==> src/hw/rtl/rls_instantaneous_frequency_core_assert.svh <==
// Assertion macros for the instantaneous frequency core.
// Each macro expects clk and arst_n in scope.
`ifndef RLS_INSTANTANEOUS_FREQUENCY_CORE_ASSERT_SVH
`define RLS_INSTANTANEOUS_FREQUENCY_CORE_ASSERT_SVH

// Condition must never hold.
`define RIF_ASSERT_NEVER(lbl, cond) \
	lbl: assert property (@(posedge clk) disable iff (!arst_n) !(cond)) \
		else $error("rif: forbidden condition seen");

// Antecedent implies consequent in the following cycle.
`define RIF_ASSERT_NEXT(lbl, ante, cons) \
	lbl: assert property (@(posedge clk) disable iff (!arst_n) (ante) |=> (cons)) \
		else $error("rif: next-cycle check failed");

`endif

==> src/hw/rtl/rif_pkg.sv <==
package rif_pkg;

	localparam int SAMPLE_W = 16;
	localparam int COEF_W   = 41;
	localparam int GAIN_W   = 38;
	localparam int FF_W     = 17;
	localparam int FREQ_W   = 15;
	localparam int CORDIC_STEPS = 20;
	localparam int QDEPTH   = 4;
	localparam int QPTR_W   = 2;

	typedef enum logic [0:0] {
		ITEM_LOAD   = 1'b0,
		ITEM_UPDATE = 1'b1
	} item_kind_t;

	// Work item handed from the front to the update engine
	typedef struct packed {
		item_kind_t                  kind;
		logic signed [SAMPLE_W-1:0]  y_re;
		logic signed [SAMPLE_W-1:0]  y_im;
		logic signed [SAMPLE_W-1:0]  x_re;
		logic signed [SAMPLE_W-1:0]  x_im;
	} q_entry_t;

	// Updated coefficient handed to the angle unit
	typedef struct packed {
		logic signed [COEF_W-1:0] coeff_re;
		logic signed [COEF_W-1:0] coeff_im;
		logic                     saturated;
	} coeff_req_t;

	// Arctangent of 2^-k in units of 2^-24 turn
	function automatic logic [21:0] atan_unit(input logic [4:0] k);
		logic [21:0] v;
		case (k)
			5'd0:  v = 22'd2097152;
			5'd1:  v = 22'd1238021;
			5'd2:  v = 22'd654136;
			5'd3:  v = 22'd332050;
			5'd4:  v = 22'd166669;
			5'd5:  v = 22'd83416;
			5'd6:  v = 22'd41718;
			5'd7:  v = 22'd20860;
			5'd8:  v = 22'd10430;
			5'd9:  v = 22'd5215;
			5'd10: v = 22'd2608;
			5'd11: v = 22'd1304;
			5'd12: v = 22'd652;
			5'd13: v = 22'd326;
			5'd14: v = 22'd163;
			5'd15: v = 22'd81;
			5'd16: v = 22'd41;
			5'd17: v = 22'd20;
			5'd18: v = 22'd10;
			5'd19: v = 22'd5;
			default: v = 22'd0;
		endcase
		return v;
	endfunction

endpackage

==> src/hw/rtl/rif_update.sv <==
module rif_update (
	input  logic                     clk,
	input  logic                     arst_n,
	input  logic                     cfg_we,
	input  logic [rif_pkg::FF_W-1:0] cfg_data,
	input  logic                     q_empty,
	output logic                     q_pop,
	input  rif_pkg::q_entry_t        q_data,
	output logic                     c_valid,
	input  logic                     c_ready,
	output rif_pkg::coeff_req_t      c_req
);
	import rif_pkg::*;

	localparam logic [GAIN_W-1:0] GAIN_ONE = GAIN_W'(64'h40000000);
	localparam logic [GAIN_W-1:0] GAIN_MAX = {GAIN_W{1'b1}};
	localparam logic [COEF_W-1:0] COEF_MAX = {1'b0, {(COEF_W-1){1'b1}}};
	localparam logic [COEF_W-1:0] COEF_MIN = {1'b1, {(COEF_W-1){1'b0}}};

	// Multiplier step codes
	localparam logic [4:0] ST_XRR    = 5'd0;
	localparam logic [4:0] ST_XII    = 5'd1;
	localparam logic [4:0] ST_CRXR   = 5'd2;
	localparam logic [4:0] ST_CIXI   = 5'd3;
	localparam logic [4:0] ST_CRXI   = 5'd4;
	localparam logic [4:0] ST_CIXR   = 5'd5;
	localparam logic [4:0] ST_GS     = 5'd6;
	localparam logic [4:0] ST_GXR    = 5'd7;
	localparam logic [4:0] ST_GXI    = 5'd8;
	localparam logic [4:0] ST_PRE_H  = 5'd9;
	localparam logic [4:0] ST_PRE_L  = 5'd10;
	localparam logic [4:0] ST_PIE_H  = 5'd11;
	localparam logic [4:0] ST_PIE_L  = 5'd12;
	localparam logic [4:0] ST_PREI_H = 5'd13;
	localparam logic [4:0] ST_PREI_L = 5'd14;
	localparam logic [4:0] ST_PIER_H = 5'd15;
	localparam logic [4:0] ST_PIER_L = 5'd16;

	typedef enum logic [8:0] {
		U_IDLE = 9'b000000001,
		U_MULA = 9'b000000010,
		U_DEN  = 9'b000000100,
		U_DIVS = 9'b000001000,
		U_DIV  = 9'b000010000,
		U_MULB = 9'b000100000,
		U_FIN  = 9'b001000000,
		U_UPD  = 9'b010000000,
		U_HAND = 9'b100000000
	} ustate_t;

	ustate_t                    state_q;
	logic [4:0]                 step_q;
	logic [5:0]                 dcnt_q;
	logic [FF_W-1:0]            alpha_q;
	logic signed [COEF_W-1:0]   coeff_re_q;
	logic signed [COEF_W-1:0]   coeff_im_q;
	logic [GAIN_W-1:0]          gain_q;
	logic                       sat_q;

	logic signed [SAMPLE_W-1:0] x_re_q, x_im_q, y_re_q, y_im_q;
	logic                       pvalid_s1;
	logic [4:0]                 pstep_s1;
	logic signed [60:0]         prod_s1;
	logic [31:0]                s_q;
	logic signed [57:0]         er_q, ei_q;
	logic [56:0]                den_q;
	logic signed [29:0]         ps_re_q, ps_im_q;
	logic signed [63:0]         acc_re_q, acc_im_q;
	logic [56:0]                rem_q;
	logic [GAIN_W-1:0]          quo_q;

	logic signed [41:0]         a_op;
	logic signed [18:0]         b_op;
	logic signed [32:0]         e_re, e_im;
	logic signed [18:0]         erh_b, erl_b, eih_b, eil_b;
	logic                       issue;
	logic [56:0]                gain_sh;
	logic [56:0]                rem2;
	logic                       rem_ge;
	logic [56:0]                rem_next;
	logic [GAIN_W-1:0]          quo_next;
	logic signed [55:0]         nre, nim;
	logic [COEF_W:0]            clip_re, clip_im;

	// Clip to the coefficient range; top bit flags a clip
	function automatic logic [COEF_W:0] clip_coef(input logic signed [55:0] v);
		logic [COEF_W:0] r;
		if (v[55:COEF_W-1] == {(57-COEF_W){v[COEF_W-1]}}) begin
			r = {1'b0, v[COEF_W-1:0]};
		end else begin
			r = {1'b1, (v[55] ? COEF_MIN : COEF_MAX)};
		end
		return r;
	endfunction

	assign e_re  = $signed(er_q[57:25]);
	assign e_im  = $signed(ei_q[57:25]);
	assign erh_b = 19'($signed(e_re[32:16]));
	assign erl_b = $signed({3'b000, e_re[15:0]});
	assign eih_b = 19'($signed(e_im[32:16]));
	assign eil_b = $signed({3'b000, e_im[15:0]});
	assign issue = (state_q == U_MULA) || (state_q == U_MULB);
	assign q_pop = (state_q == U_IDLE) && !q_empty;

	// Select multiplier operands for the current step
	always_comb begin
		a_op = '0;
		b_op = '0;
		case (step_q)
			ST_XRR:    begin a_op = 42'(x_re_q);     b_op = 19'(x_re_q); end
			ST_XII:    begin a_op = 42'(x_im_q);     b_op = 19'(x_im_q); end
			ST_CRXR:   begin a_op = 42'(coeff_re_q); b_op = 19'(x_re_q); end
			ST_CIXI:   begin a_op = 42'(coeff_im_q); b_op = 19'(x_im_q); end
			ST_CRXI:   begin a_op = 42'(coeff_re_q); b_op = 19'(x_im_q); end
			ST_CIXR:   begin a_op = 42'(coeff_im_q); b_op = 19'(x_re_q); end
			ST_GS:     begin
				a_op = $signed({4'b0000, gain_q});
				b_op = $signed({1'b0, s_q[31:14]});
			end
			ST_GXR:    begin a_op = $signed({4'b0000, gain_q}); b_op = 19'(x_re_q); end
			ST_GXI:    begin a_op = $signed({4'b0000, gain_q}); b_op = 19'(x_im_q); end
			ST_PRE_H:  begin a_op = 42'(ps_re_q); b_op = erh_b; end
			ST_PRE_L:  begin a_op = 42'(ps_re_q); b_op = erl_b; end
			ST_PIE_H:  begin a_op = 42'(ps_im_q); b_op = eih_b; end
			ST_PIE_L:  begin a_op = 42'(ps_im_q); b_op = eil_b; end
			ST_PREI_H: begin a_op = 42'(ps_re_q); b_op = eih_b; end
			ST_PREI_L: begin a_op = 42'(ps_re_q); b_op = eil_b; end
			ST_PIER_H: begin a_op = 42'(ps_im_q); b_op = erh_b; end
			ST_PIER_L: begin a_op = 42'(ps_im_q); b_op = erl_b; end
			default:   begin a_op = '0; b_op = '0; end
		endcase
	end

	// One restoring divider step
	always_comb begin
		gain_sh  = {11'b0, gain_q, 8'b0};
		rem2     = {rem_q[55:0], 1'b0};
		rem_ge   = (rem2 >= den_q);
		rem_next = rem_ge ? (rem2 - den_q) : rem2;
		quo_next = {quo_q[GAIN_W-2:0], rem_ge};
	end

	// New coefficient after correction
	always_comb begin
		nre     = 56'(coeff_re_q) - 56'($signed(acc_re_q[63:10]));
		nim     = 56'(coeff_im_q) - 56'($signed(acc_im_q[63:10]));
		clip_re = clip_coef(nre);
		clip_im = clip_coef(nim);
	end

	assign c_valid        = (state_q == U_HAND);
	assign c_req.coeff_re = coeff_re_q;
	assign c_req.coeff_im = coeff_im_q;
	assign c_req.saturated = sat_q;

	// Sequence one update: products, gain division, correction; a load item only sets the coefficient and resets the gain
	always_ff @(posedge clk or negedge arst_n) begin
		if (!arst_n) begin
			state_q    <= U_IDLE;
			step_q     <= ST_XRR;
			dcnt_q     <= '0;
			pvalid_s1  <= 1'b0;
			alpha_q    <= FF_W'(65536);
			coeff_re_q <= '0;
			coeff_im_q <= '0;
			gain_q     <= GAIN_ONE;
			sat_q      <= 1'b0;
		end else begin
			pvalid_s1 <= issue;
			if (cfg_we) alpha_q <= cfg_data;
			case (state_q)
				U_IDLE: begin
					if (!q_empty) begin
						if (q_data.kind == ITEM_LOAD) begin
							coeff_re_q <= 41'(q_data.y_re) <<< 15;
							coeff_im_q <= 41'(q_data.y_im) <<< 15;
							gain_q     <= GAIN_ONE;
						end else begin
							sat_q   <= 1'b0;
							step_q  <= ST_XRR;
							state_q <= U_MULA;
						end
					end
				end
				U_MULA: begin
					if (step_q == ST_GS) state_q <= U_DEN;
					else step_q <= step_q + 1'b1;
				end
				U_DEN: state_q <= U_DIVS;
				U_DIVS: begin
					if (gain_sh >= den_q) begin
						gain_q  <= GAIN_MAX;
						sat_q   <= 1'b1;
						step_q  <= ST_GXR;
						state_q <= U_MULB;
					end else begin
						dcnt_q  <= '0;
						state_q <= U_DIV;
					end
				end
				U_DIV: begin
					dcnt_q <= dcnt_q + 1'b1;
					if (dcnt_q == 6'(GAIN_W - 1)) begin
						gain_q  <= quo_next;
						step_q  <= ST_GXR;
						state_q <= U_MULB;
					end
				end
				U_MULB: begin
					if (step_q == ST_PIER_L) state_q <= U_FIN;
					else step_q <= step_q + 1'b1;
				end
				U_FIN: state_q <= U_UPD;
				U_UPD: begin
					coeff_re_q <= $signed(clip_re[COEF_W-1:0]);
					coeff_im_q <= $signed(clip_im[COEF_W-1:0]);
					sat_q      <= sat_q | clip_re[COEF_W] | clip_im[COEF_W];
					state_q    <= U_HAND;
				end
				U_HAND: begin
					if (c_ready) state_q <= U_IDLE;
				end
				default: state_q <= U_IDLE;
			endcase
		end
	end

	// Datapath registers: multiply, then fold the product in
	always_ff @(posedge clk) begin
		prod_s1  <= a_op * b_op;
		pstep_s1 <= step_q;
		if (q_pop) begin
			x_re_q <= q_data.x_re;
			x_im_q <= q_data.x_im;
			y_re_q <= q_data.y_re;
			y_im_q <= q_data.y_im;
		end
		if (state_q == U_DIVS) begin
			rem_q <= gain_sh;
			quo_q <= '0;
		end else if (state_q == U_DIV) begin
			rem_q <= rem_next;
			quo_q <= quo_next;
		end
		if (pvalid_s1) begin
			case (pstep_s1)
				ST_XRR:    s_q <= prod_s1[31:0];
				ST_XII:    s_q <= s_q + prod_s1[31:0];
				ST_CRXR:   er_q <= $signed(prod_s1[57:0]) + (58'(y_re_q) <<< 30);
				ST_CIXI:   er_q <= er_q - $signed(prod_s1[57:0]);
				ST_CRXI:   ei_q <= $signed(prod_s1[57:0]) + (58'(y_im_q) <<< 30);
				ST_CIXR:   ei_q <= ei_q + $signed(prod_s1[57:0]);
				ST_GS:     den_q <= {10'b0, alpha_q, 30'b0} + prod_s1[56:0];
				ST_GXR:    ps_re_q <= $signed(prod_s1[54:25]);
				ST_GXI:    ps_im_q <= $signed(prod_s1[54:25]);
				ST_PRE_H:  acc_re_q <= 64'(prod_s1) <<< 16;
				ST_PRE_L:  acc_re_q <= acc_re_q + 64'(prod_s1);
				ST_PIE_H:  acc_re_q <= acc_re_q + (64'(prod_s1) <<< 16);
				ST_PIE_L:  acc_re_q <= acc_re_q + 64'(prod_s1);
				ST_PREI_H: acc_im_q <= 64'(prod_s1) <<< 16;
				ST_PREI_L: acc_im_q <= acc_im_q + 64'(prod_s1);
				ST_PIER_H: acc_im_q <= acc_im_q - (64'(prod_s1) <<< 16);
				ST_PIER_L: acc_im_q <= acc_im_q - 64'(prod_s1);
				default:   s_q <= s_q;
			endcase
		end
	end

endmodule

==> config.mk <==
export PLATFORM = sky130hd
export DESIGN_NAME = rif_update
export DESIGN_NICKNAME = d
export VERILOG_FILES = /design/src/hw/rtl/rls_instantaneous_frequency_core_assert.svh /design/src/hw/rtl/rif_pkg.sv /design/src/hw/rtl/rif_update.sv
export SDC_FILE = /design/constraint.sdc
export NUM_CORES = 2
export LEC_CHECK = 0
export ABC_AREA = 1
export BUFFER_PORTS_ARGS = -buffer_cell sky130_fd_sc_hd__buf_2
export CAP_MARGIN = 20
export CORE_AREA = 2 2 581 698
export CTS_CLUSTER_DIAMETER = 30
export DETAILED_ROUTE_END_ITERATION = 16
export DIE_AREA = 0 0 583 700
export PLACE_DENSITY_LB_ADDON = 0.2
export RECOVER_POWER = 100
export SETUP_SLACK_MARGIN = 0.2
export SLEW_MARGIN = 40
export SYNTH_ARGS = -nofsm -noshare
export SYNTH_HDL_FRONTEND = slang
export SYNTH_SLANG_ARGS = --single-unit
==> constraint.sdc <==
create_clock -name clk -period 23.4 [get_ports clk]
set_clock_uncertainty 0.15 [all_clocks]
set_input_delay 4.68 -clock clk [delete_from_list [all_inputs] [get_ports clk]]
set_output_delay 4.68 -clock clk [all_outputs]
set_load 0.02 [all_outputs]
; Word-level counts from Yosys, hierarchy flattened
; Cells that the tools add are included.
; Widths: inputs -> output; s select.
[classes]
reduce_logical = 41
mux = 46
mul = 1
n_eq_ne = 55
n_bitwise = 2
add_sub_neg = 16
n_lt_le_gt_ge = 2
[ops]
columns = cell, count
row1 = $pmux 42 s7, 1
row2 = $pmux 64 s4, 1
row3 = $mux 41, 6
row4 = $pmux 58 s2, 2
row5 = $pmux 64 s3, 1
row6 = $pmux 41 s2, 2
row7 = $mux 38, 4
row8 = $pmux 19 s7, 1
row9 = $add 64x61->64, 2
row10 = $add 58x46->58, 2
row11 = $pmux 38 s3, 1
row12 = $sub 41x54->55, 2
row13 = $mux 46, 2
row14 = $mux 42, 2
row15 = $pmux 9 s9, 1
row16 = $eq 5x4->1 const B, 16
row17 = $add 64x64->64, 1
row18 = $pmux 32 s2, 1
row19 = $sub 64x61->64, 1
row20 = $sub 64x64->64, 1
row21 = $mul 42x19->61, 1
row22 = $add 58x58->58, 1
row23 = $sub 58x58->58, 1
row24 = $add 47x57->57, 1
row25 = 49 further kinds, 109
[totals]
wordCells = 189
in_bits = 87
output_inout_bits = 85
register_bits = 775

; Logic depth before layout (Yosys ltp)
[logic_depth]
ltp_word = 6
ltp_mapped = 47
ltp_nobuf = 44

; Least setup slack after synthesis
; Ideal clock, no wire load.
[synth_path]
path_type = input-to-output
startpoint = in q_empty
endpoint = out q_pop
n_path_buf = 0
t_required_ps = 18570
arrival_ps = 7589
cell_stages = 1
path_slack_ps = 10981
cell_sequence = nor2_1
[synth_between]
elab_chain_cells = 2
[synth_rtl]
columns = item, line
row1 = "start, declared", rif_update.sv:6  ; input logic q_empty,
row2 = $logic_not 1->1, -
row3 = $logic_and 1x1->1, rif_update.sv:103  ; assign q_pop = (state_q == U_IDLE) && !q_empty;
row4 = "end, declared", rif_update.sv:7  ; output logic q_pop,
; Every way passes these cells.

; Worst setup path after layout
[layout_path]
startpoint = reg step_q[0]
endpoint = reg prod_s1[55]
[layout_between]
elab_chain_cells = 4
elab_cells_between_ends = 31
classes_between = mul (1) / eq/ne (16) / mux (2) / reduce/logical (12)
[layout_rtl]
columns = item, line
row1 = "start, declared", rif_update.sv:52  ; logic [4:0] step_q;
row2 = "start signal, assigned", rif_update.sv:187  ; else step_q <= step_q + 1'b1;
row3 = "start signal, assigned", rif_update.sv:211  ; else step_q <= step_q + 1'b1;
row4 = "$eq 5x5->1, or another cell as far along", rif_update.sv:109  ; case (step_q)
row5 = "$reduce_or 4->1 (no line), or another cell as far along", -
row6 = $pmux 42 s7 or $pmux 19 s7 (tied branches), rif_update.sv:109
row7 = $mul 42x19->61 *, rif_update.sv:230  ; prod_s1 <= a_op * b_op;
row8 = "end signal, assigned", rif_update.sv:230
row9 = "end, declared", rif_update.sv:63  ; logic signed [60:0] prod_s1;
; Mark *: on every way between the ends. The rest lies on a longest branch, timed or not.
; A chain may end at the register's enable or synchronous reset.

==> run metrics <==
layout cells sized above 1 5.91%; worst reg2reg setup slack 9660 ps; num rows 255; CP max stage delay 1840 ps; vias in the first global route 98500; setup bufs post-CTS 0; DIE AREA 408000 um2; Critical R2R Capture prod_s1[55]$_DFF_P_; initial core utilization 24.9%; TritonCTS buffer count 276; post_cts resized 0; clk slew on worst S/H paths 50 ps; highest-count cells in the layout ignoring fill and taps 3260 x nand2_1, 2556 x inv_1, 1514 x nor2_1, 1158 x a21oi_1, 806 x ha_1; GR Overflow Total 0; Setup-failing EPs final 0; Die Ht 700 um; Critical Path Sink Type flip-flop; Vias/cell 4.97; first-pass GRT wire length 734 mm; Final #Nets 16000; most common cell after layout, fill and taps aside nand2_1; TritonCTS clock tree built; Hold Crit Start quo_q[3]$_SDFFE_PP0P_; die width 583 um; initial antenna violation count 50; worst hold path depth 2; sequential-to-total area share from yosys stat 21.3%; IO Pins 172; Max clock buf depth 4; pin count of the biggest net entering global routing 104; Syn-to-layout area delta 16.5%; Slew @ Worst Pin 6920 ps; post-route setup TNS 0 ps; placed cell area 108000 um2; Synth Instances 14000; total wire length 526 mm; Async S/R FF share, synth 20.5%; Root Buffer clkbuf_16; failing checks max-capacitance violations, max-slew violations; Slew Limit Fails 1921; wire length per cell 26.4 um; Design Area, Final 116000 um2; routability cong. 0.997; DRC Markers 0; hold crit path type reg -> reg; Post-synth EDFFs 495; H-tree depth 5; hold buffers post-CTS 0; Mapped Nets 15700; core area 401000 um2; pre-CTS WS 12810 ps; R2R depth 36; DP HPWL 432 mm; PnR worst setup slack 9660 ps; Via Count 98900; kind of critical path reg -> reg; Global Route Usage Sum 25.2%; worst-path fanout max 38; Max-Cap Viols 79; Final Hold Slack 293 ps; First-pass DRT Iterations 8; type of element launching the critical path flip-flop; IO buf count 171; drt first-iter violations 8869; Ys Warns 0; Tcrit/Tclk final 58.7%; FMAX 0.0728 GHz; Worst Hold End quo_q[3]$_SDFFE_PP0P_; Worst EP required 23990 ps; clk sinks 775; count of final hold-check violations 0; status finished, violations left; Mapped Avg Cell Area 7.14 um2; Synth Flop Type edfxtp_1; Met3 Wirelength 36.2 mm; top routing layer used met5; RSZ-0062 raised after global routing false; min Tclk post-route 13740 ps; post-synthesis register bit count 775; launch point of the worst path step_q[0]$_DFFE_PN0P_; synthesized cell area 100000 um2; Reg-to-Reg Start step_q[0]$_DFFE_PN0P_; worst rel slew slack -361%; CP Data Arrival Time 14330 ps; Critical-path top delay cell clkbuf_1; Routed met1 length 216 mm; post-route ant nets 0; synth unique cells 77; met2 routed WL 237 mm; Worst-Skew Late Latency 920 ps
-- layer usage --
metal	vias to the layer above	GRT usage, %
met4	6	14.6
li1	46100	-
met2	3495	40.8
met3	999	4.11
met5	-	0
met1	48400	31.5
-- stage by stage --
stage          std cells  util, %
4_1_cts            19900     29.2
5_1_grt            19900     29.0
3_5_place_dp       19400     26.9
6_report           19900     29.0
3_3_place_gp       19400     26.9
2_1_floorplan      14000        -
-- cells in the mapped netlist (all sizes together), types with 12 or more instances --
cell type | n | area (um2)
dfxtp | 121 | 2420
o21bai | 50 | 375
mux2 | 16 | 180
or2 | 111 | 694
nand3b | 14 | 105
o221ai | 28 | 245
fa | 761 | 15200
dfrtp | 156 | 3900
xor2 | 246 | 2150
inv | 2587 | 9710
nor3 | 122 | 678
buf | 108 | 604
nand3 | 415 | 2100
a21oi | 1162 | 5820
a221oi | 25 | 231
clkbuf | 180 | 676
a21boi | 31 | 233
a22o | 44 | 385
a21o | 55 | 413
nor2 | 1541 | 5840
o22ai | 33 | 206
o21a | 69 | 518
xnor2 | 164 | 1440
o21ai | 805 | 4030
edfxtp | 495 | 14900
and3 | 19 | 119
a31oi | 185 | 1160
o211ai | 102 | 766
nor4 | 83 | 992
nand4 | 110 | 688
and2 | 16 | 100
nand2 | 3276 | 12400
a211oi | 12 | 90.1
ha | 806 | 10100
o31ai | 12 | 90.1
-- registers in the layout, indices dropped and copies added (netlist names), 30 cells and up --
| register | cells |
|---|---|
| er_q | 58 |
| rem_q | 56 |
| ei_q | 58 |
| prod_s1 | 61 |
| quo_q | 37 |
| ps_im_q | 30 |
| coeff_im_q | 41 |
| coeff_re_q | 41 |
| acc_re_q | 64 |
| gain_q | 38 |
| s_q | 32 |
| acc_im_q | 64 |
| ps_re_q | 30 |
| den_q | 57 |
-- how the worst max path moves through the flow --
stage,end,depth (start not counted)
after floorplan,q_pop,1
after global placement,q_pop,4
after detailed placement,q_pop,4
after CTS,q_pop,4
after global routing,alpha_q[13]$_DFFE_PN0P_,2
final,prod_s1[55]$_DFF_P_,36
-- cell type report --
cell class                      count  area (um2)
Timing Repair Buffer              398        2070
Antenna cell                       29        72.6
Tap cell                         5268        6590
Clock buffer                      370        7750
Fill cell                       44700      285000
Multi-Input combinational cell  10300       67800
Inverter                         2594        9740
Clock inverter                    126        1220
Sequential cell                   775       21300
-- logic make-up after synthesis --
| kind of cell | Yosys count | synth area share, % |
|---|---|---|
| AO/OA/AOI/OAI | 2641 | 14.8 |
| XOR/XNOR | 410 | 3.59 |
| adder cells (fa/ha/maj) | 1567 | 25.3 |
| buffers and inverters | 2882 | 11.0 |
| flip-flops | 775 | 21.3 |
| multiplexers | 18 | 0.200 |
| AND/OR/NAND/NOR | 5712 | 23.7 |
-- worst max-delay path, delay by kind of cell, from the launching register on --
family          cells  cell delay [ps]
fa+ha+maj           9             4300
simple gates        8              950
flops               1              420
compound gates      8             2220
xor+xnor            1              140
buf+inv            10             5350
Power is left out: the tool's default activity adds up to more than one toggle a clock period on the data nets, which glitch-free logic cannot reach.
